<file path="config.mk">
export PLATFORM = sky130hd
export DESIGN_NAME = gnhm_cordic
export DESIGN_NICKNAME = d
export VERILOG_FILES = /design/src/rtl/gnhm_pkg.sv /design/src/rtl/gnhm_cordic.sv
export SDC_FILE = /design/constraint.sdc
export NUM_CORES = 1
export LEC_CHECK = 0
export BUFFER_PORTS_ARGS = -buffer_cell sky130_fd_sc_hd__buf_2
export CAP_MARGIN = 20
export CORE_MARGIN = 5
export CORE_UTILIZATION = 50
export DETAILED_ROUTE_END_ITERATION = 6
export PLACE_DENSITY = 0.66
export SLEW_MARGIN = 20
export SYNTH_ARGS = -nofsm -noshare
export SYNTH_HDL_FRONTEND = slang
export SYNTH_SLANG_ARGS = --single-unit
export TNS_END_PERCENT = 20
</file>
<file path="constraint.sdc">
create_clock -name i_clk -period 6.85 [get_ports i_clk]
set_input_delay 0 -clock i_clk [delete_from_list [all_inputs] [get_ports i_clk]]
set_output_delay 0 -clock i_clk [all_outputs]
set_load 0.02 [all_outputs]
</file>
<file path="src/rtl/gnhm_pkg.sv">
// ----------------------------------------------------------------------------
// gnhm_pkg
// Shared types, codes and tables of the gated nearest hit matcher.
// ----------------------------------------------------------------------------
`default_nettype none

package gnhm_pkg;

    localparam int MAX_HITS_DEF = 64;

    localparam logic [1:0] OP_CLEAR   = 2'd0;
    localparam logic [1:0] OP_LOAD    = 2'd1;
    localparam logic [1:0] OP_QUERY   = 2'd2;
    localparam logic [1:0] OP_UNKNOWN = 2'd3;

    localparam logic [1:0] CFG_MAX_DZ   = 2'd0;
    localparam logic [1:0] CFG_MAX_DPHI = 2'd1;
    localparam logic [1:0] CFG_Z_PER_PS = 2'd2;

    localparam logic [11:0] MAX_DZ_RST   = 12'd200;
    localparam logic [15:0] MAX_DPHI_RST = 16'd2086;
    localparam logic [15:0] Z_PER_PS_RST = 16'd5090;

    localparam int CORDIC_W = 27;

    typedef struct packed {
        logic signed [9:0]  x;
        logic signed [9:0]  y;
        logic signed [11:0] z;
        logic [15:0]        angle;
    } t_hit;

    typedef struct packed {
        logic clear;
        logic valid;
    } t_step;

    function automatic logic [15:0] atan_tab(input logic [3:0] i);
        logic [15:0] v;
        case (i)
            4'd0:    v = 16'd8192;
            4'd1:    v = 16'd4836;
            4'd2:    v = 16'd2555;
            4'd3:    v = 16'd1297;
            4'd4:    v = 16'd651;
            4'd5:    v = 16'd326;
            4'd6:    v = 16'd163;
            4'd7:    v = 16'd81;
            4'd8:    v = 16'd41;
            4'd9:    v = 16'd20;
            4'd10:   v = 16'd10;
            4'd11:   v = 16'd5;
            4'd12:   v = 16'd3;
            4'd13:   v = 16'd1;
            4'd14:   v = 16'd1;
            default: v = 16'd0;
        endcase
        return v;
    endfunction

endpackage

`default_nettype wire

</file>
<file path="src/rtl/gnhm_cordic.sv">
// ----------------------------------------------------------------------------
// gnhm_cordic
// Vectoring CORDIC, one micro-rotation per cycle, 16-bit binary angle out.
// ----------------------------------------------------------------------------
`default_nettype none

module gnhm_cordic (
    input  wire logic              i_clk,
    input  wire logic              i_rst_n,
    input  wire logic              i_start,
    input  wire logic signed [9:0] i_x,
    input  wire logic signed [9:0] i_y,
    output logic                   o_done,
    output logic [15:0]            o_angle
);

    localparam int W = gnhm_pkg::CORDIC_W;

    logic signed [W-1:0] r_x, r_y;
    logic [15:0]         r_acc;
    logic [3:0]          r_iter;
    logic                r_busy, r_zero, r_done;

    logic signed [10:0]  s_x0, s_y0;
    logic signed [W-1:0] s_xs, s_ys;

    always_comb begin
        s_x0 = (i_x < 0) ? -11'(i_x) : 11'(i_x);
        s_y0 = (i_x < 0) ? -11'(i_y) : 11'(i_y);
        s_xs = r_x >>> r_iter;
        s_ys = r_y >>> r_iter;
    end

    always_ff @(posedge i_clk) begin
        if (!i_rst_n) begin
            r_busy <= 1'b0;
            r_done <= 1'b0;
            r_iter <= '0;
        end else begin
            r_done <= 1'b0;
            if (i_start) begin
                r_busy <= 1'b1;
                r_iter <= '0;
                r_zero <= (i_x == 0) && (i_y == 0);
                r_acc  <= (i_x < 0) ? 16'h8000 : 16'h0000;
                r_x    <= W'(s_x0) <<< 14;
                r_y    <= W'(s_y0) <<< 14;
            end else if (r_busy) begin
                if (r_y >= 0) begin
                    r_x   <= r_x + s_ys;
                    r_y   <= r_y - s_xs;
                    r_acc <= r_acc + gnhm_pkg::atan_tab(r_iter);
                end else begin
                    r_x   <= r_x - s_ys;
                    r_y   <= r_y + s_xs;
                    r_acc <= r_acc - gnhm_pkg::atan_tab(r_iter);
                end
                r_iter <= r_iter + 4'd1;
                if (r_iter == 4'd15) begin
                    r_busy <= 1'b0;
                    r_done <= 1'b1;
                end
            end
        end
    end

    assign o_done  = r_done;
    assign o_angle = r_zero ? 16'h0000 : r_acc;

endmodule

`default_nettype wire

</file>
* Word-level counts from Yosys, hierarchy flattened
Memory sizes are Yosys's and may differ from the RTL's. A register that Yosys moved wholly into a read port is not among the register bits.
Cells that the tools add are included.
Widths: inputs -> output; s select.
** Storage, ports and cells
- Flip-flop bits (word level) :: 77
- ROM bits :: 448
- Input bits :: 23
- Output and inout bits :: 17
- Word-level logic and storage cells :: 64
- Memories :: 2
** Memories
- (no name shown) :: words 16, width 14, read ports 1, clocked after Yosys merged registers in 1, write ports 0, line gnhm_pkg.sv:40 : case (i)
- (no name shown) :: words 16, width 14, read ports 1, clocked after Yosys merged registers in 1, write ports 0, line gnhm_pkg.sv:40
** Cells by class
- Add/subtract/negate cells :: 9
- $lt $le $gt $ge :: 2
- Equality and inequality tests :: 1
- Shifts and indexed selects :: 2
- Muxes and demuxes :: 29
- Bitwise operators :: 2
- Reductions and logical operators :: 8
** Operators with widths (count)
- $mux 16 :: 13
- $mux 27 :: 6
- $logic_not 32->1 :: 2
- $add 27x27->27 :: 2
- $sshr 27x4->27 :: 2
- $sub 27x27->27 :: 2
- $ge 27x1->1 const B :: 1
- $mux 11 :: 2
- $neg 10->11 :: 2
- $add 16x16->16 :: 1
- $mux 4 :: 4
- $sub 16x16->16 :: 1
- $lt 10x1->1 const B :: 1
- $add 4x1->4 const B :: 1
- $eq 4x4->1 const B :: 1
- $mux 1 :: 4
- $reduce_and 2->1 :: 2
- $reduce_or 3->1 :: 1
- $not 1->1 :: 2
- $reduce_bool 2->1 :: 1
- $reduce_or 2->1 :: 1
- $logic_and 1x1->1 :: 1

* Longest topological paths before layout
- Word-level depth :: 9
- Depth in mapped cells :: 22
- Gate-level depth less buffers :: 18

* Worst setup path after synthesis
Ideal clock, no wire load.
- Path type :: reg-to-reg
- Start point :: register r_iter[1]
- End point :: register r_y[26] (data pin)
- Library setup time :: 0.152 ns
- Arrival time :: 5.247 ns
- Data required time :: 6.698 ns
- Slack :: 1.450 ns
- Stages on the path, launching flop included :: 23
- Buffers on the path :: 5
- Clock period less this slack :: 5.400 ns
- Path through :: dfxtp_1 > buf_6 > buf_6 > buf_4 > buf_2 > buf_1 > mux4_2 > mux2_2 > o21ai_0 > ha_1 > nand4_1 > or3_1 > nand2_1 > xnor2_1 > ha_1 > and3_1 > and2_1 > o21ai_0 > nor2_1 > o41a_1 > o41ai_1 > xnor3_1 > o21ai_0
** On the way
- Longest elaborated chain between the ends :: 5
- Elaborated cells between the ends (all ways) :: 6
- Those cells by class :: add/sub (2); shift (1); mux (3)
** Ends and longest elaborated chain
- start: declaration :: line gnhm_cordic.sv:21 : logic [3:0] r_iter;
- start signal: assignment :: line gnhm_cordic.sv:58 : r_iter <= r_iter + 4'd1;
- $sshr 27x4->27 (*) :: line gnhm_cordic.sv:30 : s_xs = r_x >>> r_iter;
- $add 27x27->27 / $sub 27x27->27 (equally long branches) :: line gnhm_cordic.sv:55, gnhm_cordic.sv:51
- $mux 27 (*) :: line gnhm_cordic.sv:49 : if (r_y >= 0) begin
- $mux 27 (*) :: line gnhm_cordic.sv:48 : end else if (r_busy) begin
- $mux 27 (*) :: line gnhm_cordic.sv:41 : if (i_start) begin
- end signal: assignment :: line gnhm_cordic.sv:47 : r_y <= W'(s_y0) <<< 14;
- end signal: assignment :: line gnhm_cordic.sv:51 : r_y <= r_y - s_xs;
- end signal: assignment :: line gnhm_cordic.sv:55 : r_y <= r_y + s_xs;
- end: declaration :: line gnhm_cordic.sv:19 : logic signed [W-1:0] r_x, r_y;
Every way passes the cells marked *; elsewhere a longest branch is shown, timed or not. The select of a mux whose other input is x is not followed.
A chain may end at the register's enable or synchronous reset.

* Worst setup path after layout
Same ends and word-level chain as after synthesis.

==> metrics <==
total negative setup slack 0 ns; crit path launch r_iter[1]; max layer used met4; Leak 4.641 nW; fin. max-slew vios 0; MaxCap Viol Count 0; post-synth top area cell edfxtp_1; final instance count without filler cells 1575; Inst Count DP 1557; Post-synth EDFFs 71; Critical Path End Type register; largest fanout on the critical path 49; top cell type's share of synthesized area a little under a fifth; # DRC 0; final instance area ~12000 um^2; postcts setup bufs 0; Req. time, crit path between 7 and 8 ns; Cell Area, Placed 11840 um^2; metal2 WL 14290 um; CTS tree built; port bufs 39; # fillers approximately 2100; clk_skew around 0.012 ns; routability cong. approximately 0.94; Layout area overhead 6.496%; IO Pins 40; vias in the first global route 9193; final period utilization 89.57%; post-layout min period 6.135 ns; clk_lat worst skew 0.37 ns; clk slew on worst S/H paths 0.08 ns; ANT cells 0; total CTS buffers 9; largest net degree at the start of global routing between 70 and 80; Max Clk Rate 163.0 MHz; GRT overflow 0; worst r2r src r_iter[1]; die width 161.1 um; synth cell count leaders nor2_1, nand2_1, a21oi_1; starting density of the core around half; Seq/Total Area, Yosys between 20% and 30%; average size of a mapped cell 8.931 um^2; clk buf depth 2; critical path arrival roughly 6.4 ns; Area contributors post-synth edfxtp_1, mux4_2, ha_1; H-tree depth 3; final hold vios 0; layout cells sized above 1 14.26%; Net Count, Synth ~1400; gr usage total 23.99%; final worst slack 0.7147 ns; Worst Setup Path Type register to register; CP peak stage delay 0.83 ns; dpl ws 0.8270 ns; met3 wire len approximately 1600 um; Unique masters post-synth roughly 80; crit path cell chain buf_4 > mux4_2 > a2111oi_0 > buf_4 > a22o_1 > nand4_1 > o41ai_1 > xnor2_1 > o21ai_0 > ha_1 > a21oi_1 > o21ai_0 > a211oi_1 > nor2_1 > o41a_1 > o41ai_1 > xnor3_1 > o21ai_0; 1st-iter DRT viols 966; register bit total from synthesis 91; via count roughly 10000; Worst Max-Slew Pin Slew 1.046 ns; synthesized cell area 11420 um^2; # nets final 1393; global-route wire length before repair between 50000 and 60000 um; via-per-instance ratio 6.335; Core ar. 22570 um^2; Final ANT Viol Nets 0; FFs w/ async S/R, synth 0%; hold wc startpoint i_x[0]; cell mode on critical path o21ai_0; full die area 25970 um^2; half-perimeter wire length after detailed placement 23860 um; DRT Wirelength 31470 um; most common cell in the synthesized netlist nor2_1; Max-slew headroom 30.30%; status finished, final reports clean; HP Class input port to register; FF+latch area 2540 um^2; cell row count 55; Worst setup SP type register; CTS root buffer clkbuf_16; Ys Warns 0; top_reg_cell synth edfxtp_1; Post-Syn Instances 1279; P per Cell Area 360.9 nW/um^2; Max VDD drop between 150 and 200 uV; Min Hold Slack between 0.007 and 0.008 ns; Sink Count 91; drt pass-1 iters 6; multi-input logic area approximately 8400 um^2; wl on met1 14840 um; Setup-failing EPs final 0; unrepaired setup endpoints after global routing no; initial antenna violation count 0; Routed WL per cell about 20 um; CP max-delay cell dfxtp_4; Die Height 161.1 um
-- cells in the final DEF (no fill, tap or decap), types with 11 or more instances in the layout --
| cell type | n |
|---|---|
| a211oi_1 | 13 |
| a21o_1 | 29 |
| a21oi_1 | 86 |
| a31oi_1 | 11 |
| and2_1 | 12 |
| buf_2 | 39 |
| buf_4 | 15 |
| dfxtp_1 | 16 |
| edfxtp_1 | 71 |
| ha_1 | 82 |
| inv_1 | 48 |
| mux2_2 | 31 |
| mux2i_1 | 37 |
| mux4_2 | 57 |
| nand2_1 | 98 |
| nand2b_1 | 18 |
| nand3_1 | 19 |
| nor2_1 | 107 |
| nor2b_1 | 32 |
| nor3_1 | 34 |
| o211ai_1 | 12 |
| o21a_1 | 18 |
| o21ai_0 | 77 |
| o21bai_1 | 12 |
| o31ai_1 | 24 |
| or2_2 | 11 |
| or3_1 | 15 |
| xnor2_1 | 82 |
| xor2_1 | 40 |
-- worst paths after layout --
kind	to	slack, ns	cells past startpoint
hold / removal	r_x[14]	0.008	3
hold reg to reg	o_done	0.69	2
setup / recovery	r_y[26]	0.71	18
setup reg to reg	r_y[26]	0.71	18
-- layer usage --
layer / GRT usage (%) / vias to the layer above
li1: - / 4810
met2: 37.91 / 337
met1: 34.84 / 4777
met4: 7.057 / 0
met5: 0 / -
met3: 2.679 / 54
-- where the power goes --
| part | total [W] | switching, W | internal [W] |
|---|---|---|---|
| Sequential | 0.000991 | 0.000204 | 0.000787 |
| Combinational | 0.00286 | 0.00157 | 0.00129 |
| Clock | 0.000539 | 0.000277 | 0.000263 |
| Total | 0.00439 | 0.00205 | 0.00234 |
-- through the flow --
stage               utilization [%]  power (W)
finish                        53.89   0.004390
global route                  53.89   0.004743
CTS                           53.89   0.004357
detailed placement            52.44   0.003804
global placement              52.44   0.003771
floorplan                         -   0.003182
-- critical path, delay by kind of cell, from the launching register on --
family / cells / cell delay, ns
AO/OA/AOI/OAI: 10 / 2.74
XOR/XNOR: 2 / 0.56
adder cells (fa/ha/maj): 1 / 0.38
buffers and inverters: 2 / 0.57
flip-flops: 1 / 0.83
multiplexers: 1 / 0.57
AND/OR/NAND/NOR: 2 / 0.31
-- logic make-up after synthesis --
kind of cell,synth area share (%)
AOI/OAI and AO/OA,20.18
adders and majority gates,9.508
muxes,17.54
DFF,22.17
xor gates and xnor gates,9.552
buffers and inverters,3.954
and+or+nand+nor,17.10
-- timing repair --
item	in CTS	in global routing
endpoints found under the hold margin	2	0
hold buffers	2	0
gates resized for setup	0	0
-- area by class of cell --
class | count | share of cell area (%)
clock buffer | 9 | 1.851
clock inverter | 7 | 0.6686
inverter | 50 | 1.543
multi-input combinational | 1077 | 69.43
sequential | 91 | 20.88
tap | 285 | 2.931
timing repair buffer | 56 | 2.695
(Power assumes the default switching activity.)
