<file path="src/rtl/gnhm_pkg.sv">
// ----------------------------------------------------------------------------
// gnhm_pkg
// Shared types, codes and tables of the gated nearest hit matcher.
// ----------------------------------------------------------------------------
`default_nettype none

package gnhm_pkg;

    localparam int MAX_HITS_DEF = 64;

    localparam logic [1:0] OP_CLEAR   = 2'd0;
    localparam logic [1:0] OP_LOAD    = 2'd1;
    localparam logic [1:0] OP_QUERY   = 2'd2;
    localparam logic [1:0] OP_UNKNOWN = 2'd3;

    localparam logic [1:0] CFG_MAX_DZ   = 2'd0;
    localparam logic [1:0] CFG_MAX_DPHI = 2'd1;
    localparam logic [1:0] CFG_Z_PER_PS = 2'd2;

    localparam logic [11:0] MAX_DZ_RST   = 12'd200;
    localparam logic [15:0] MAX_DPHI_RST = 16'd2086;
    localparam logic [15:0] Z_PER_PS_RST = 16'd5090;

    localparam int CORDIC_W = 27;

    typedef struct packed {
        logic signed [9:0]  x;
        logic signed [9:0]  y;
        logic signed [11:0] z;
        logic [15:0]        angle;
    } t_hit;

    typedef struct packed {
        logic clear;
        logic valid;
    } t_step;

    function automatic logic [15:0] atan_tab(input logic [3:0] i);
        logic [15:0] v;
        case (i)
            4'd0:    v = 16'd8192;
            4'd1:    v = 16'd4836;
            4'd2:    v = 16'd2555;
            4'd3:    v = 16'd1297;
            4'd4:    v = 16'd651;
            4'd5:    v = 16'd326;
            4'd6:    v = 16'd163;
            4'd7:    v = 16'd81;
            4'd8:    v = 16'd41;
            4'd9:    v = 16'd20;
            4'd10:   v = 16'd10;
            4'd11:   v = 16'd5;
            4'd12:   v = 16'd3;
            4'd13:   v = 16'd1;
            4'd14:   v = 16'd1;
            default: v = 16'd0;
        endcase
        return v;
    endfunction

endpackage

`default_nettype wire

</file>
<file path="src/rtl/gnhm_cell.sv">
// ----------------------------------------------------------------------------
// gnhm_cell
// One stored hit; loads directly or takes its neighbour's hit on a shift.
// ----------------------------------------------------------------------------
`default_nettype none

module gnhm_cell (
    input  wire logic           i_clk,
    input  wire logic           i_wr,
    input  wire gnhm_pkg::t_hit i_wr_hit,
    input  wire logic           i_shift,
    input  wire gnhm_pkg::t_hit i_nb_hit,
    output gnhm_pkg::t_hit      o_hit
);

    gnhm_pkg::t_hit r_hit;

    always_ff @(posedge i_clk) begin
        if (i_wr) begin
            r_hit <= i_wr_hit;
        end else if (i_shift) begin
            r_hit <= i_nb_hit;
        end
    end

    assign o_hit = r_hit;

endmodule

`default_nettype wire

</file>
<file path="config.mk">
export PLATFORM = sky130hd
export DESIGN_NAME = gnhm_cell
export DESIGN_NICKNAME = d
export VERILOG_FILES = /design/src/rtl/gnhm_pkg.sv /design/src/rtl/gnhm_cell.sv
export SDC_FILE = /design/constraint.sdc
export NUM_CORES = 1
export LEC_CHECK = 0
export BUFFER_PORTS_ARGS = -buffer_cell sky130_fd_sc_hd__buf_2
export CAP_MARGIN = 10
export CORE_ASPECT_RATIO = 1.75
export CORE_MARGIN = 2
export CORE_UTILIZATION = 37
export CTS_CLUSTER_SIZE = 20
export DETAILED_ROUTE_END_ITERATION = 7
export PLACE_DENSITY = 0.85
export SLEW_MARGIN = 20
export SYNTH_ARGS = -nofsm -noshare
export SYNTH_HDL_FRONTEND = slang
export SYNTH_SLANG_ARGS = --single-unit
</file>
<file path="constraint.sdc">
create_clock -name i_clk -period 1.9 [get_ports i_clk]
set_input_delay 0 -clock i_clk [delete_from_list [all_inputs] [get_ports i_clk]]
set_output_delay 0 -clock i_clk [all_outputs]
set_load 0.05 [all_outputs]
</file>
Word level (Yosys, flattened, before mapping). Cells that the tools add are included.

$add $sub $neg: 0. Multipliers: 0. Divide/modulo/power cells: 0. $lt $le $gt $ge: 0. Equality and inequality tests: 0. Shift operators: 0. Mux-type cells: 2. Bitwise gates (word level): 0. Reductions and logical operators: 1.

Operators with widths (count): $mux W48 (2); $reduce_bool A2 Y1 (1).

Register bits: 48. Latch bits: 0. Memory bits (writable): 0. Bits in read-only memories: 0. Memories kept: 0.

Logic depth before layout (Yosys ltp). Gate-level depths: netlist (run 1).

Depth after elaboration: 2. Depth in mapped cells: 3. Mapped depth without buffers: 1.

Least setup slack after synthesis (run 1). No wires, ideal clock.

Path kind: input port to flip-flop. From: in i_wr. To: reg r_hit (netlist bit o_hit[0]) (enable). Library setup time: 0.408 ns. Arrival: 1.394 ns. Slack: 0.098 ns. Stages: 3. Path buffers: 2. Cells stage by stage: buf_6 buf_6 or2_1.

Longest elaborated chain between the ends: 1.

RTL lines: from (decl) (RTL line gnhm_cell.sv:9) `input wire logic i_wr,`; $reduce_bool A2 Y1 (no line); to (signal assigned) (RTL line gnhm_cell.sv:20) `r_hit <= i_wr_hit;`; to (signal assigned) (RTL line gnhm_cell.sv:22) `r_hit <= i_nb_hit;`; to (decl) (RTL line gnhm_cell.sv:16) `gnhm_pkg::t_hit r_hit;`.

Every way passes these cells. A chain may end at the register's enable or synchronous reset.

Worst setup path in the final report (run 1).
From: in i_wr_hit[21] (netlist bit). To: reg r_hit (netlist bit o_hit[21]), data pin.

Longest elaborated chain between the ends: 1.

RTL lines: from (decl) (RTL line gnhm_cell.sv:10) `input wire gnhm_pkg::t_hit i_wr_hit,`; $mux W48 (RTL line gnhm_cell.sv:19) `if (i_wr) begin`.

Every way passes these cells.

==> results of run 1 <==
power by group:
part	internal [W]	leakage [nW]	switching, W
combinational	0.000360	1.15	0.000570
clock	0.000250	0.0453	0.000324
sequential	0.00130	0.489	0.0000288
total	0.00191	1.68	0.000923
per-layer routing:
metal	track usage, %	vias to the layer above
li1	-	856
met1	18.6	842
met2	36.0	88
met3	5.02	12
met4	7.02	0
met5	0	-
kinds of logic (layout without fill, tap and decap cells):
family / count (synthesis) / count (layout) / share of synthesized area (%)
buffers and inverters: 5 / 236 / 2.18
and+or+nand+nor: 1 / 1 / 0.303
muxes: 48 / 48 / 27.8
DFF: 48 / 48 / 69.7
per-stage QoR:
step | hold WS [ns] | power (W) | cells | setup slack, ns
floorplan | 0.217 | 0.00190 | 102 | 0.0981
global placement | 0.299 | 0.00211 | 323 | 0.738
detailed placement | 0.304 | 0.00212 | 323 | 0.704
CTS | 0.000197 | 0.00286 | 408 | 0.480
global route | 0.000518 | 0.00296 | 409 | 0.404
finish | 0.0131 | 0.00283 | 409 | 0.443
worst max-delay path: stages:
cell and delay [ns]:
dlygate4sd3_1 0.55, buf_2 0.12, mux2_2 0.26, dlygate4sd3_1 0.57
cell type report:
type                       instances  area [um^2]
fill                             423         1750
timing repair buffer             228         1540
sequential                        48         1440
multi-input combinational         49          581
tap                               76         95.1
clock buffer                       5         68.8
clock inverter                     3         13.8
synth_stat cells:
cell and instances:
buf_4 3, or2_1 1, edfxtp_1 48, mux2_4 9, mux2_2 39, buf_6 2
final timing paths:
check	slack [ns]	to	depth (start not counted)
worst max-delay path	0.44	o_hit[21]	4
worst min-delay path	0.01	o_hit[28]	2
==> impl_metrics.toml, run 1 <==
[floorplanning]
die_h_um = 103
die_width_um = 60.5
core_area_um2 = 5500
io_pins = 147
num_rows = 36
die_area_um2 = 6220
start_util_pct = 37.6

[detailed_routing]
wl_per_cell_um = 14.2
wirelength_met1_mm = 1.95
routed_via_density = 4.40
drt.antenna.violating_nets = 0
route.vias.total = 1798
wl_met2_mm = 3.37
route.met3.wl_um = 371
drtPass1Iterations = 3
top_layer = "met4"
totalWireLength_mm = 5.81
drc = 0
drtIter0Drc = 15

[clock_network]
holdBufCountCts = 77
htreeDepth = 2
cts_resized = 0
cts_root_buf = "clkbuf_8"
cts_tree = "done"
post_cts.repair.setup_buffers = 0
clk_pin_slew_ns = 0.08
cts_buffer_depth = 2
cts_made_buffers = 5
clock-sinks = 48

[sta]
hold_violations = 0
fin_crit_sh_pct = 76.7
rsz0062_at_grt = "false"
drv_slew = 0
worstMarginPinSlew_ns = 0.331
fmax_mhz = 687
finalSetupViolations = 0
fin_tns_setup_ns = 0
final.min_clock_period_ns = 1.46
slew_headroom_pct = 78.0

[final_layout]
largest_reg_flops = 48
area_growth_pct = 81.0
fin_nets = 431
final_area_um2 = 3740
finish.utilization_pct = 68.1
insertedDiodeCount = 0
final_cell_mix = "buf_2 (146), dlygate4sd3_1 (78), edfxtp_1 (48)"
drive_gt1_share_pct = 61.9
layout_commonest_cell = "buf_2"

[logic_synthesis]
synth.cell_area_um2 = 2070
synth_cell_types = 6
synth_nets = 201
yosys.area.top_type = "edfxtp_1"
synth_top_cell_area_share_pct = 69.7
synth.area.top_cells = "edfxtp_1 (70%), mux2_2 (21%), mux2_4 (6.5%)"
ys_seq_area_share_pct = 69.7
ys_warn_count = 0
netlist_instances = 102
avgSynthCellArea_um2 = 20.3
ys_ff_latch = 48

[global_routing]
overflow = 0
grt_max_degree = 25
grt_pass1_wl_mm = 8.52
grt_usage_pct = 18.9
grt_pass1_vias = 1913
antenna_found_initial = 0

[worst_setup_path]
critical_path_required_ns = 1.95
crit_path_start = "i_wr_hit[21]"
worstPathMaxFanout = 1
critPathKind = "in2reg"
crit_path_start_kind = "primary input"
arrival_ns = 1.51
crit_path_end_kind = "flop"

[placed_design]
portBuffers = 146
place.gp.congestion = 0.730
place_hpwl_mm = 3.67
dpl-instance-area_um2 = 2880

[power]
powerDensity_nw_per_um2 = 757
ir_drop_mv = 0.573
p_leak_nw = 1.68

[run_status]
status = "finished, final reports clean"

[worst_hold_path]
holdCritPathClass = "in2reg"
min_from = "i_wr_hit[28]"

[flow_run]
cap_violations = 0
Note: power is estimated with default switching activity, not from simulation.
==> inputs of run 2 (changes only) <==
Settings changed: ABC_AREA from default to 1, CORE_UTILIZATION 37 to 41, PLACE_DENSITY 0.85 to 0.88.
Clock period 1.9 ns to 1.5 ns, I/O delays scaled along.
==> run 2 against run 1 <==
  * Sequential share of layout area shrank 0.79 points
  * Area after synthesis grew 0.36%
  * Largest cell class unchanged
  * Critical path type unchanged
  * Clock power grew 25%
  * Combinational power grew 30%
==> impl_metrics.toml, run 2 <==
[final_layout]
final_cell_mix = "buf_2 (146), nand2_1 (144), dlygate4sd3_1 (92)"
largest_reg_flops = 48
layout_commonest_cell = "buf_2"
area_growth_pct = 84.1
fin_nets = 541
insertedDiodeCount = 0
drive_gt1_share_pct = 35.4

[placed_design]
place.gp.congestion = 0.730
portBuffers = 146
place_hpwl_mm = 3.69

[worst_setup_path]
crit_buf_inv = 3
crit_path_end_kind = "flop"
worstPathMaxFanout = 1
crit_path_start_kind = "primary input"
slowest_stage = "dlygate4sd3_1"
critPathKind = "in2reg"
cp_cell_sequence = "dlygate4sd3_1 > buf_2 > nand2_1 > nand2_1 > dlygate4sd3_1"
slowest_delay_ns = 0.56
crit_family = "buffers and inverters"
critical_path_required_ns = 1.54
arrival_ns = 1.37

[power]
ir_drop_mv = 1.07
powerDensity_nw_per_um2 = 946
p_leak_nw = 1.96

[sta]
fmax_mhz = 752
worstMarginPinSlew_ns = 0.454
fin_tns_setup_ns = 0
finalSetupViolations = 0
hold_violations = 0
finalHoldWorstSlack_ns = 0.00582
drv_slew = 0
fin_crit_sh_pct = 88.6
rsz0062_at_grt = "false"
final.min_clock_period_ns = 1.33
slew_headroom_pct = 69.8

[detailed_routing]
drc = 0
wl_per_cell_um = 13.3
totalWireLength_mm = 6.59
drtIter0Drc = 110
drtPass1Iterations = 4
route.vias.total = 2301
routed_via_density = 4.63
drt.antenna.violating_nets = 0

[clock_network]
clock-sinks = 48
cts_tree = "done"
htreeDepth = 2
cts_made_buffers = 5
cts_buffer_depth = 2
cts_root_buf = "clkbuf_8"
clk_pin_slew_ns = 0.08
post_cts.repair.setup_buffers = 0

[logic_synthesis]
synth.cell_area_um2 = 2070
async_reset_ff_share_pct = 0
synthTopCellsByCount = "nand2_1 (144), edfxtp_1 (48), buf_2 (6), buf_6 (4)"
yosysMostFrequentCell = "nand2_1"
yosys.area.top_type = "edfxtp_1"
synth_cell_types = 7
synth_top_cell_area_share_pct = 69.5
synth.area.top_cells = "edfxtp_1 (69%), nand2_1 (26%), buf_6 (2.2%)"
ys_ff_latch = 48
ys_warn_count = 0
ys_seq_area_share_pct = 69.5
netlist_instances = 205
synth_edf_count = 48
synth_nets = 304
ys.flop_type = "edfxtp_1"
avgSynthCellArea_um2 = 10.1

[global_routing]
grt_usage_pct = 23.7
top_usage_layer = "met2"
grt_pass1_vias = 2494
globalRouteMet1Util_pct = 23.3
antenna_found_initial = 0
grt_pass1_wl_mm = 10.4
globalRouteMet2Util_pct = 44.2
grt_max_degree = 49
overflow = 0
use_met3_pct = 4.24

[flow_run]
cap_violations = 0

[floorplanning]
io_pins = 147
start_util_pct = 42.0
die_area_um2 = 5670
core_area_um2 = 4930
num_rows = 34
die_width_um = 57.8
die_h_um = 98.1

[run_status]
status = "finished, final reports clean"

[worst_hold_path]
holdCritPathClass = "in2reg"
[run 2: cell count changes after synthesis, sizes merged]
| cell | delta |
|---|---|
| buf | +6 |
| mux2 | -48 |
| inv | +1 |
| nand2 | +144 |
[run 2: kinds of logic (layout without fill, tap and decap cells)]
family                 count (synthesis)  in the layout  share of synthesized area (%)
DFF                                   48             48                           69.5
buffers and inverters                 12            250                           4.16
and+or+nand+nor                      145            145                           26.4
[run 2: per-layer routing]
layer	vias to the layer above	wire (um)
met5	-	0
met4	0	318
met3	30	428
met2	117	3570
met1	1028	2270
li1	1126	-
[run 2: final timing paths]
path / startpoint / endpoint / slack, ns / depth (start not counted)
setup / recovery: i_nb_hit[46] / o_hit[46] / 0.17 / 5
hold / removal: i_wr_hit[45] / o_hit[45] / 0.006 / 3
[run 2: area by class of cell]
| type | count | area [um^2] |
|---|---|---|
| flip-flops and latches | 48 | 1440 |
| clock inverters | 2 | 11.3 |
| inverters | 1 | 6.26 |
| fillers | 308 | 1110 |
| repair buffers | 241 | 1670 |
| well taps | 54 | 67.6 |
| clock buffers | 6 | 72.6 |
| multi-input cells | 145 | 547 |
[run 2: stage by stage]
step | util [%] | power, W | instance area [um^2] | cells | setup slack [ns]
3_5_place_dp | 57.0 | 0.00268 | 2810 | 397 | 0.348
6_report | 77.4 | 0.00361 | 3820 | 497 | 0.170
5_1_grt | 77.4 | 0.00377 | 3820 | 497 | 0.160
3_3_place_gp | 57.0 | 0.00266 | 2810 | 397 | 0.406
2_1_floorplan | - | 0.00239 | 2070 | 205 | 0.215
4_1_cts | 77.4 | 0.00362 | 3820 | 497 | 0.148
[run 2: where the power goes]
group          internal (W)  total [W]  switching, W
clock              0.000323   0.000719      0.000396
sequential          0.00164    0.00168     0.0000372
combinational      0.000429    0.00121      0.000782
[run 2: repair_timing]
action | 4_1_cts | 5_1_grt
endpoints found under the hold margin | 47 | 0
setup endpoints to repair | 0 | 2
gates resized for setup | 0 | 2
hold buffers | 92 | 0
