**src/rtl/gnhm_pkg.sv**
```systemverilog
// ----------------------------------------------------------------------------
// gnhm_pkg
// Shared types, codes and tables of the gated nearest hit matcher.
// ----------------------------------------------------------------------------
`default_nettype none

package gnhm_pkg;

    localparam int MAX_HITS_DEF = 64;

    localparam logic [1:0] OP_CLEAR   = 2'd0;
    localparam logic [1:0] OP_LOAD    = 2'd1;
    localparam logic [1:0] OP_QUERY   = 2'd2;
    localparam logic [1:0] OP_UNKNOWN = 2'd3;

    localparam logic [1:0] CFG_MAX_DZ   = 2'd0;
    localparam logic [1:0] CFG_MAX_DPHI = 2'd1;
    localparam logic [1:0] CFG_Z_PER_PS = 2'd2;

    localparam logic [11:0] MAX_DZ_RST   = 12'd200;
    localparam logic [15:0] MAX_DPHI_RST = 16'd2086;
    localparam logic [15:0] Z_PER_PS_RST = 16'd5090;

    localparam int CORDIC_W = 27;

    typedef struct packed {
        logic signed [9:0]  x;
        logic signed [9:0]  y;
        logic signed [11:0] z;
        logic [15:0]        angle;
    } t_hit;

    typedef struct packed {
        logic clear;
        logic valid;
    } t_step;

    function automatic logic [15:0] atan_tab(input logic [3:0] i);
        logic [15:0] v;
        case (i)
            4'd0:    v = 16'd8192;
            4'd1:    v = 16'd4836;
            4'd2:    v = 16'd2555;
            4'd3:    v = 16'd1297;
            4'd4:    v = 16'd651;
            4'd5:    v = 16'd326;
            4'd6:    v = 16'd163;
            4'd7:    v = 16'd81;
            4'd8:    v = 16'd41;
            4'd9:    v = 16'd20;
            4'd10:   v = 16'd10;
            4'd11:   v = 16'd5;
            4'd12:   v = 16'd3;
            4'd13:   v = 16'd1;
            4'd14:   v = 16'd1;
            default: v = 16'd0;
        endcase
        return v;
    endfunction

endpackage

`default_nettype wire

```
**src/rtl/gnhm_eval.sv**
```systemverilog
// ----------------------------------------------------------------------------
// gnhm_eval
// Two-stage gate and distance unit, keeps the best qualifying hit.
// ----------------------------------------------------------------------------
`default_nettype none

module gnhm_eval #(
    parameter int IDX_W = 6
) (
    input  wire logic               i_clk,
    input  wire logic               i_rst_n,
    input  wire gnhm_pkg::t_step    i_step,
    input  wire logic [IDX_W-1:0]   i_idx,
    input  wire gnhm_pkg::t_hit     i_hit,
    input  wire gnhm_pkg::t_hit     i_point,
    input  wire logic [11:0]        i_max_dz,
    input  wire logic [15:0]        i_max_dphi,
    output logic                    o_found,
    output logic [IDX_W-1:0]        o_idx,
    output logic [24:0]             o_dist
);

    logic signed [10:0] s_dx, s_dy;
    logic signed [12:0] s_dz, s_dz_mag;
    logic [15:0]        s_dphi;
    logic signed [16:0] s_dphi_s, s_dphi_mag;
    logic signed [21:0] s_sqx, s_sqy;
    logic signed [25:0] s_sqz;
    logic               s_qual;
    logic [24:0]        s_sum;

    logic               r_v1;
    logic [IDX_W-1:0]   r_idx1;
    logic [20:0]        r_sqx, r_sqy;
    logic [23:0]        r_sqz;
    logic               r_found;
    logic [IDX_W-1:0]   r_idx;
    logic [24:0]        r_dist;

    always_comb begin
        s_dx       = 11'(i_point.x) - 11'(i_hit.x);
        s_dy       = 11'(i_point.y) - 11'(i_hit.y);
        s_dz       = 13'(i_point.z) - 13'(i_hit.z);
        s_dz_mag   = (s_dz < 0) ? -s_dz : s_dz;
        s_dphi     = i_point.angle - i_hit.angle;
        s_dphi_s   = {s_dphi[15], s_dphi};
        s_dphi_mag = (s_dphi_s < 0) ? -s_dphi_s : s_dphi_s;
        s_qual     = (s_dphi_mag <= $signed({1'b0, i_max_dphi}))
                     && (s_dz_mag <= $signed({1'b0, i_max_dz}));
        s_sqx      = s_dx * s_dx;
        s_sqy      = s_dy * s_dy;
        s_sqz      = s_dz * s_dz;
        s_sum      = 25'(r_sqx) + 25'(r_sqy) + 25'(r_sqz);
    end

    always_ff @(posedge i_clk) begin
        if (!i_rst_n) begin
            r_v1    <= 1'b0;
            r_found <= 1'b0;
        end else begin
            r_v1 <= i_step.valid && s_qual;
            if (i_step.clear) begin
                r_found <= 1'b0;
            end else if (r_v1 && (!r_found || s_sum <= r_dist)) begin
                r_found <= 1'b1;
            end
        end
    end

    always_ff @(posedge i_clk) begin
        r_idx1 <= i_idx;
        r_sqx  <= s_sqx[20:0];
        r_sqy  <= s_sqy[20:0];
        r_sqz  <= s_sqz[23:0];
        if (!i_step.clear && r_v1 && (!r_found || s_sum <= r_dist)) begin
            r_idx  <= r_idx1;
            r_dist <= s_sum;
        end
    end

    assign o_found = r_found;
    assign o_idx   = r_idx;
    assign o_dist  = r_dist;

endmodule

`default_nettype wire

```
**config.mk**
```make
export PLATFORM = sky130hd
export DESIGN_NAME = gnhm_eval
export DESIGN_NICKNAME = d
export VERILOG_FILES = /design/src/rtl/gnhm_pkg.sv /design/src/rtl/gnhm_eval.sv
export SDC_FILE = /design/constraint.sdc
export NUM_CORES = 1
export LEC_CHECK = 0
export BUFFER_PORTS_ARGS = -buffer_cell sky130_fd_sc_hd__buf_2
export CAP_MARGIN = 5
export CELL_PAD_IN_SITES_DETAIL_PLACEMENT = 0
export CELL_PAD_IN_SITES_GLOBAL_PLACEMENT = 1
export CORE_ASPECT_RATIO = 1.1
export CORE_UTILIZATION = 40
export CTS_BUF_LIST = sky130_fd_sc_hd__clkbuf_16
export CTS_CLUSTER_SIZE = 10
export DETAILED_ROUTE_END_ITERATION = 10
export PLACE_DENSITY_LB_ADDON = 0.1
export SETUP_SLACK_MARGIN = 0.05
export SYNTH_ARGS = -nofsm -noshare
export SYNTH_HDL_FRONTEND = slang
export SYNTH_SLANG_ARGS = --single-unit
```
**constraint.sdc**
```tcl
create_clock -name i_clk -period 19.07 [get_ports i_clk]
set_input_delay 0.9535 -clock i_clk [delete_from_list [all_inputs] [get_ports i_clk]]
set_output_delay 0.9535 -clock i_clk [all_outputs]
set_load 0.01 [all_outputs]
```
Word level (Yosys, flattened, before mapping)
Index checks and enable logic that the tools add are counted.
{"block": "word_totals", "wordCells": 36, "reg_bits": 105}
{"block": "op_classes", "magnitude_cmp": 5, "add_sub_neg": 8, "n_bitwise": 1, "n_reduce_logical": 9, "mux": 2, "n_mul": 3}
{"operator": "11-bit by 11-bit multiplier with 21-bit output", "count": 2}
{"operator": "22-bit by 24-bit adder with 25-bit output", "count": 1}
{"operator": "25-bit less-or-equal comparator", "count": 1}
{"operator": "13-bit by 13-bit multiplier with 24-bit output", "count": 1}
{"operator": "21-bit by 21-bit adder with 22-bit output", "count": 1}
{"operator": "10-bit by 10-bit subtractor with 11-bit output", "count": 2}
{"operator": "17-bit less-or-equal comparator", "count": 1}
{"operator": "17-bit 2-to-1 mux", "count": 1}
{"operator": "16-bit negator with 17-bit output", "count": 1}
{"operator": "16-bit by 1-bit less-than comparator with 1-bit output (second input constant)", "count": 1}
{"operator": "16-bit subtractor", "count": 1}
{"operator": "13-bit less-or-equal comparator", "count": 1}
{"operator": "13-bit by 1-bit less-than comparator with 1-bit output (second input constant)", "count": 1}
{"operator": "13-bit 2-to-1 mux", "count": 1}
{"operator": "13-bit negator", "count": 1}
{"operator": "12-bit by 12-bit subtractor with 13-bit output", "count": 1}
{"operator": "1-bit logical AND", "count": 5}
{"operator": "1-bit logical NOT", "count": 2}
{"operator": "2-bit OR reduction", "count": 1}
{"operator": "1-bit logical OR", "count": 1}
{"operator": "1-bit inverter", "count": 1}

Logic depth before layout (Yosys ltp)
{"block": "logic_depth", "word_depth": 6, "mapped_depth": 32, "ltp_nobuf": 30}

Worst setup path after synthesis
No wires, ideal clock.
{"block": "synth_timing", "path_type": "input-to-reg", "from": "input i_point[16] in the netlist's numbering", "to": "register r_sqz[23]", "path_stages": 32, "setup_ns": 0.121, "t_arrival_ns": 7.770, "n_path_buf": 2, "slack_ns": 11.179, "path_cell_list": "inv_1 > ha_1 > fa_1 > nor2b_2 > o2111ai_1 > and3_4 > o31ai_1 > nand2_1 > a21o_1 > clkbuf_1 > clkbuf_1 > nand2_1 > inv_1 > fa_1 > inv_1 > fa_1 > inv_1 > fa_1 > fa_1 > inv_1 > fa_1 > inv_1 > ha_1 > ha_1 > and2_1 > o21a_1 > a211oi_1 > a21oi_1 > a21oi_1 > o21ai_0 > a31oi_1 > xnor2_1"}
{"block": "synth_via", "elab_chain_len": 2}
{"item": "start, declared", "line_no": "gnhm_eval.sv:15", "rtl": "input wire gnhm_pkg::t_hit i_point,"}
{"item": "12-bit by 12-bit subtractor with 13-bit output", "line_no": "gnhm_eval.sv:43", "rtl": "s_dz = 13'(i_point.z) - 13'(i_hit.z);"}
{"item": "13-bit by 13-bit multiplier with 24-bit output", "line_no": "gnhm_eval.sv:52", "rtl": "s_sqz = s_dz * s_dz;"}
{"item": "via s_sqz[23]", "line_no": "gnhm_eval.sv:28", "rtl": "logic signed [25:0] s_sqz;"}
{"item": "end signal, assigned", "line_no": "gnhm_eval.sv:74", "rtl": "r_sqz <= s_sqz[23:0];"}
{"item": "end, declared", "line_no": "gnhm_eval.sv:35", "rtl": "logic [23:0] r_sqz;"}
The timed path passes the listed nets, and every way through them passes these cells.
A chain may end at the register's enable or synchronous reset.

Final worst setup path
{"block": "layout_timing", "from": "input i_hit[16] in the netlist's numbering", "to": "register r_sqz[23]"}
{"block": "layout_via", "elab_chain_len": 2}
{"item": "start, declared", "line_no": "gnhm_eval.sv:14", "rtl": "input wire gnhm_pkg::t_hit i_hit,"}
{"item": "12-bit by 12-bit subtractor with 13-bit output", "line_no": "gnhm_eval.sv:43"}
{"item": "13-bit by 13-bit multiplier with 24-bit output", "line_no": "gnhm_eval.sv:52"}
{"item": "via s_sqz[23]", "line_no": "gnhm_eval.sv:28"}
The timed path passes the listed nets, and every way through them passes these cells.

==> flow_metrics.py <==
metrics = {
    "global_routing": {
        "grt_max_degree": 32,
        "gr-usage-all-layers_pct": 18.59,
        "grt_remaining_overflow": 0,
        "grt_pass1_wl_um": 78600,
        "antenna_found_initial": 1,
        "grt_pass1_vias": 16020,
    },
    "setup_path": {
        "cp.required_ns": 19.31,
        "crit_path_end_kind": "flip-flop",
        "worst-path-max-fanout": 20,
        "crit_start": "i_hit[16]",
        "rr_startpoint": "r_sqy[3]",
        "criticalPathCategory": "in -> reg",
        "cpPeakStageDelay_ns": 0.54,
        "reg2reg_depth": 17,
        "critPathSlowestCell": "fa_1",
        "crit_top_cell": "fa_1",
        "worstPathArrival_ns": 8.28,
        "start_kind": "input port",
    },
    "yosys": {
        "syn_avg_cell_area_um2": 9.190,
        "ys_async_sr_fraction_pct": 0,
        "synth_seq_cells": 102,
        "syn-instance-count": 2248,
        "synth_edf_count": 31,
        "yosysWarnings": 0,
        "synth_area_mm2": 0.02066,
        "yosys-top-cells-area": "fa_1 (35%), ha_1 (16%), inv_1 (10%), dfxtp_1 (6.9%), xnor2_1 (4.9%)",
        "seq_area_frac_synth_pct": 11.39,
        "yosysUniqueCellTypes": 81,
        "netlist.area_leader.share_pct": 34.59,
        "synth_flop_cell": "dfxtp_1",
        "synth_top_area_cell": "fa_1",
    },
    "drt": {
        "top_layer": "met4",
        "detail-route-antenna-nets": 0,
        "wire_per_inst_um": 14.93,
        "drtIter0Drc": 535,
        "totalWireLength_um": 46000,
        "drtPass1Iterations": 7,
        "vias": 14930,
        "drc": 0,
        "dr_wl_met2_um": 22980,
        "viasPerCell": 4.844,
        "drt-met1-wl_um": 21120,
        "dr_wl_met3_um": 1308,
    },
    "final_layout": {
        "multi_input_area_mm2": 0.01611,
        "nets": 3165,
        "antenna_cells": 0,
        "register_area_mm2": 0.002352,
        "drive_gt1_share_pct": 9.938,
        "fillers": 5130,
        "syn_to_final_growth_pct": 9.369,
        "final_util_pct": 44.16,
    },
    "die": {
        "ios": 166,
        "rows": 87,
        "fp.dieW_um": 218.7,
        "die_area_mm2": 0.05256,
        "core_mm2": 0.05116,
        "start_util_pct": 40.38,
        "die_height_um": 240.4,
    },
    "clock_network": {
        "cts_hold_buf": 0,
        "cts_tree": "done",
        "insertion_delay_ns": 0.35,
        "clock-sinks": 102,
        "root_buffer": "clkbuf_16",
        "cts_buffers": 9,
        "clk_pin_slew_ns": 0.08,
        "cts_max_level": 3,
        "cts_resized": 0,
        "cts_buffer_depth": 2,
        "cts_setup_buffers": 0,
    },
    "sta": {
        "max_freq_mhz": 124.3,
        "setup_violations": 0,
        "period_needed_ns": 8.045,
        "worstMarginPinSlew_ns": 1.139,
        "hold_viol": 0,
        "grt_setup_unrepaired": "no",
        "slew_violations": 0,
        "final.period_utilization_pct": 42.18,
        "slew_headroom_pct": 24.05,
        "tns_ns": 0,
        "skew_ns": 0.009047,
    },
    "outcome": {
        "outcome": "complete, no violations",
    },
    "min_path": {
        "hold_path_class": "reg -> reg",
        "min_from": "r_idx1[0]",
        "min_path_cells": 0,
    },
    "placement": {
        "hpwlAfterDp_um": 40670,
        "port_buffers": 165,
        "gp_congestion": 0.8221,
    },
    "flow_run": {
        "max_cap_violations": 0,
    },
}
-- worst paths after layout --
path,slack [ns],to
max,11.03,r_sqz[23]
min,0.41,o_idx[0]
max reg2reg,13.14,o_dist[23]
min reg2reg,0.41,o_idx[0]
-- cell type report --
| class | instances | area share, % |
|---|---|---|
| Timing Repair Buffer | 174 | 3.954 |
| Sequential cell | 102 | 10.41 |
| Tap cell | 667 | 3.693 |
| Clock buffer | 9 | 0.9967 |
| Multi-Input combinational cell | 1560 | 71.32 |
| Inverter | 563 | 9.375 |
| Clock inverter | 7 | 0.2547 |
-- placed cells by master, fill, tap and decap left out, types with 8 or more instances in the layout --
master / count
ha_1: 264
clkbuf_16: 9
fa_1: 357
and2_1: 14
o21ai_1: 18
a31oi_1: 13
o21a_1: 18
a21o_1: 38
buf_2: 165
edfxtp_1: 31
and3_1: 14
a211oi_1: 9
or2_2: 9
nand4_1: 16
inv_2: 8
a21oi_1: 84
nand2_1: 114
dfxtp_1: 71
nor3_1: 28
nand2b_1: 32
xor2_1: 31
or3_1: 10
nand3_1: 18
nor2b_1: 22
xnor2_1: 115
o21bai_1: 8
nor2_1: 193
buf_4: 9
inv_1: 549
o21ai_0: 35
-- per-stage QoR --
| stage | worst slack [ns] | cell area, um^2 | hold WS (ns) | instances |
|---|---|---|---|---|
| after floorplan | 11.18 | 20670 | 0.3855 | 2250 |
| after global placement | 10.75 | 22310 | 0.3869 | 3066 |
| after detailed placement | 10.64 | 22310 | 0.3904 | 3066 |
| after CTS | 11.01 | 22600 | 0.4088 | 3082 |
| after global routing | 10.53 | 22600 | 0.4196 | 3082 |
| final | 11.03 | 22600 | 0.4076 | 3082 |
-- registers in the layout (all words and copies together), names as in the netlist --
name and flops:
o_dist 25, r_sqz 23, r_sqx 20, r_sqy 20
o_idx 6, r_idx1 6, o_found 1, r_v1 1
-- logic make-up (layout without fill, tap and decap cells) --
family | count (synthesis) | in the layout | share of synthesized area, %
flip-flops | 102 | 102 | 11.39
AO/OA/AOI/OAI | 281 | 281 | 8.933
buffers and inverters | 588 | 753 | 10.72
AND/OR/NAND/NOR | 498 | 498 | 11.41
XOR/XNOR | 151 | 151 | 6.692
multiplexers | 5 | 5 | 0.2423
other | 2 | 4 | 0.03635
adder cells (fa/ha/maj) | 621 | 621 | 50.58
-- synth_stat cells (14+ instances only) --
cell type  instances
nor2_1           193
a21oi_1           84
o21a_1            18
xor2_1            31
o21ai_1           18
a21o_1            38
dfxtp_1           71
clkbuf_1          22
nand3_1           18
xnor2_1          115
ha_1             264
nand2b_1          32
nor2b_1           22
fa_1             357
nand2_1          114
and2_1            14
o21ai_0           35
edfxtp_1          31
nand4_1           16
and3_1            14
nor3_1            28
inv_1            548
-- worst max-delay path: cells and delay by family --
kind,cells,cell delay [ns]
fa+ha+maj,9,3.81
compound gates,9,2.10
simple gates,5,0.92
buf+inv,6,0.39
xor+xnor,1,0.09
-- layer usage --
metal	global-route usage [%]	up-vias
li1	-	7335
met1	25.20	7380
met2	32.37	182
met3	1.948	32
met4	2.883	0
met5	0	-
Power is left out: the tool's default activity adds up to more than one toggle a clock period on the data nets, which glitch-free logic cannot reach.
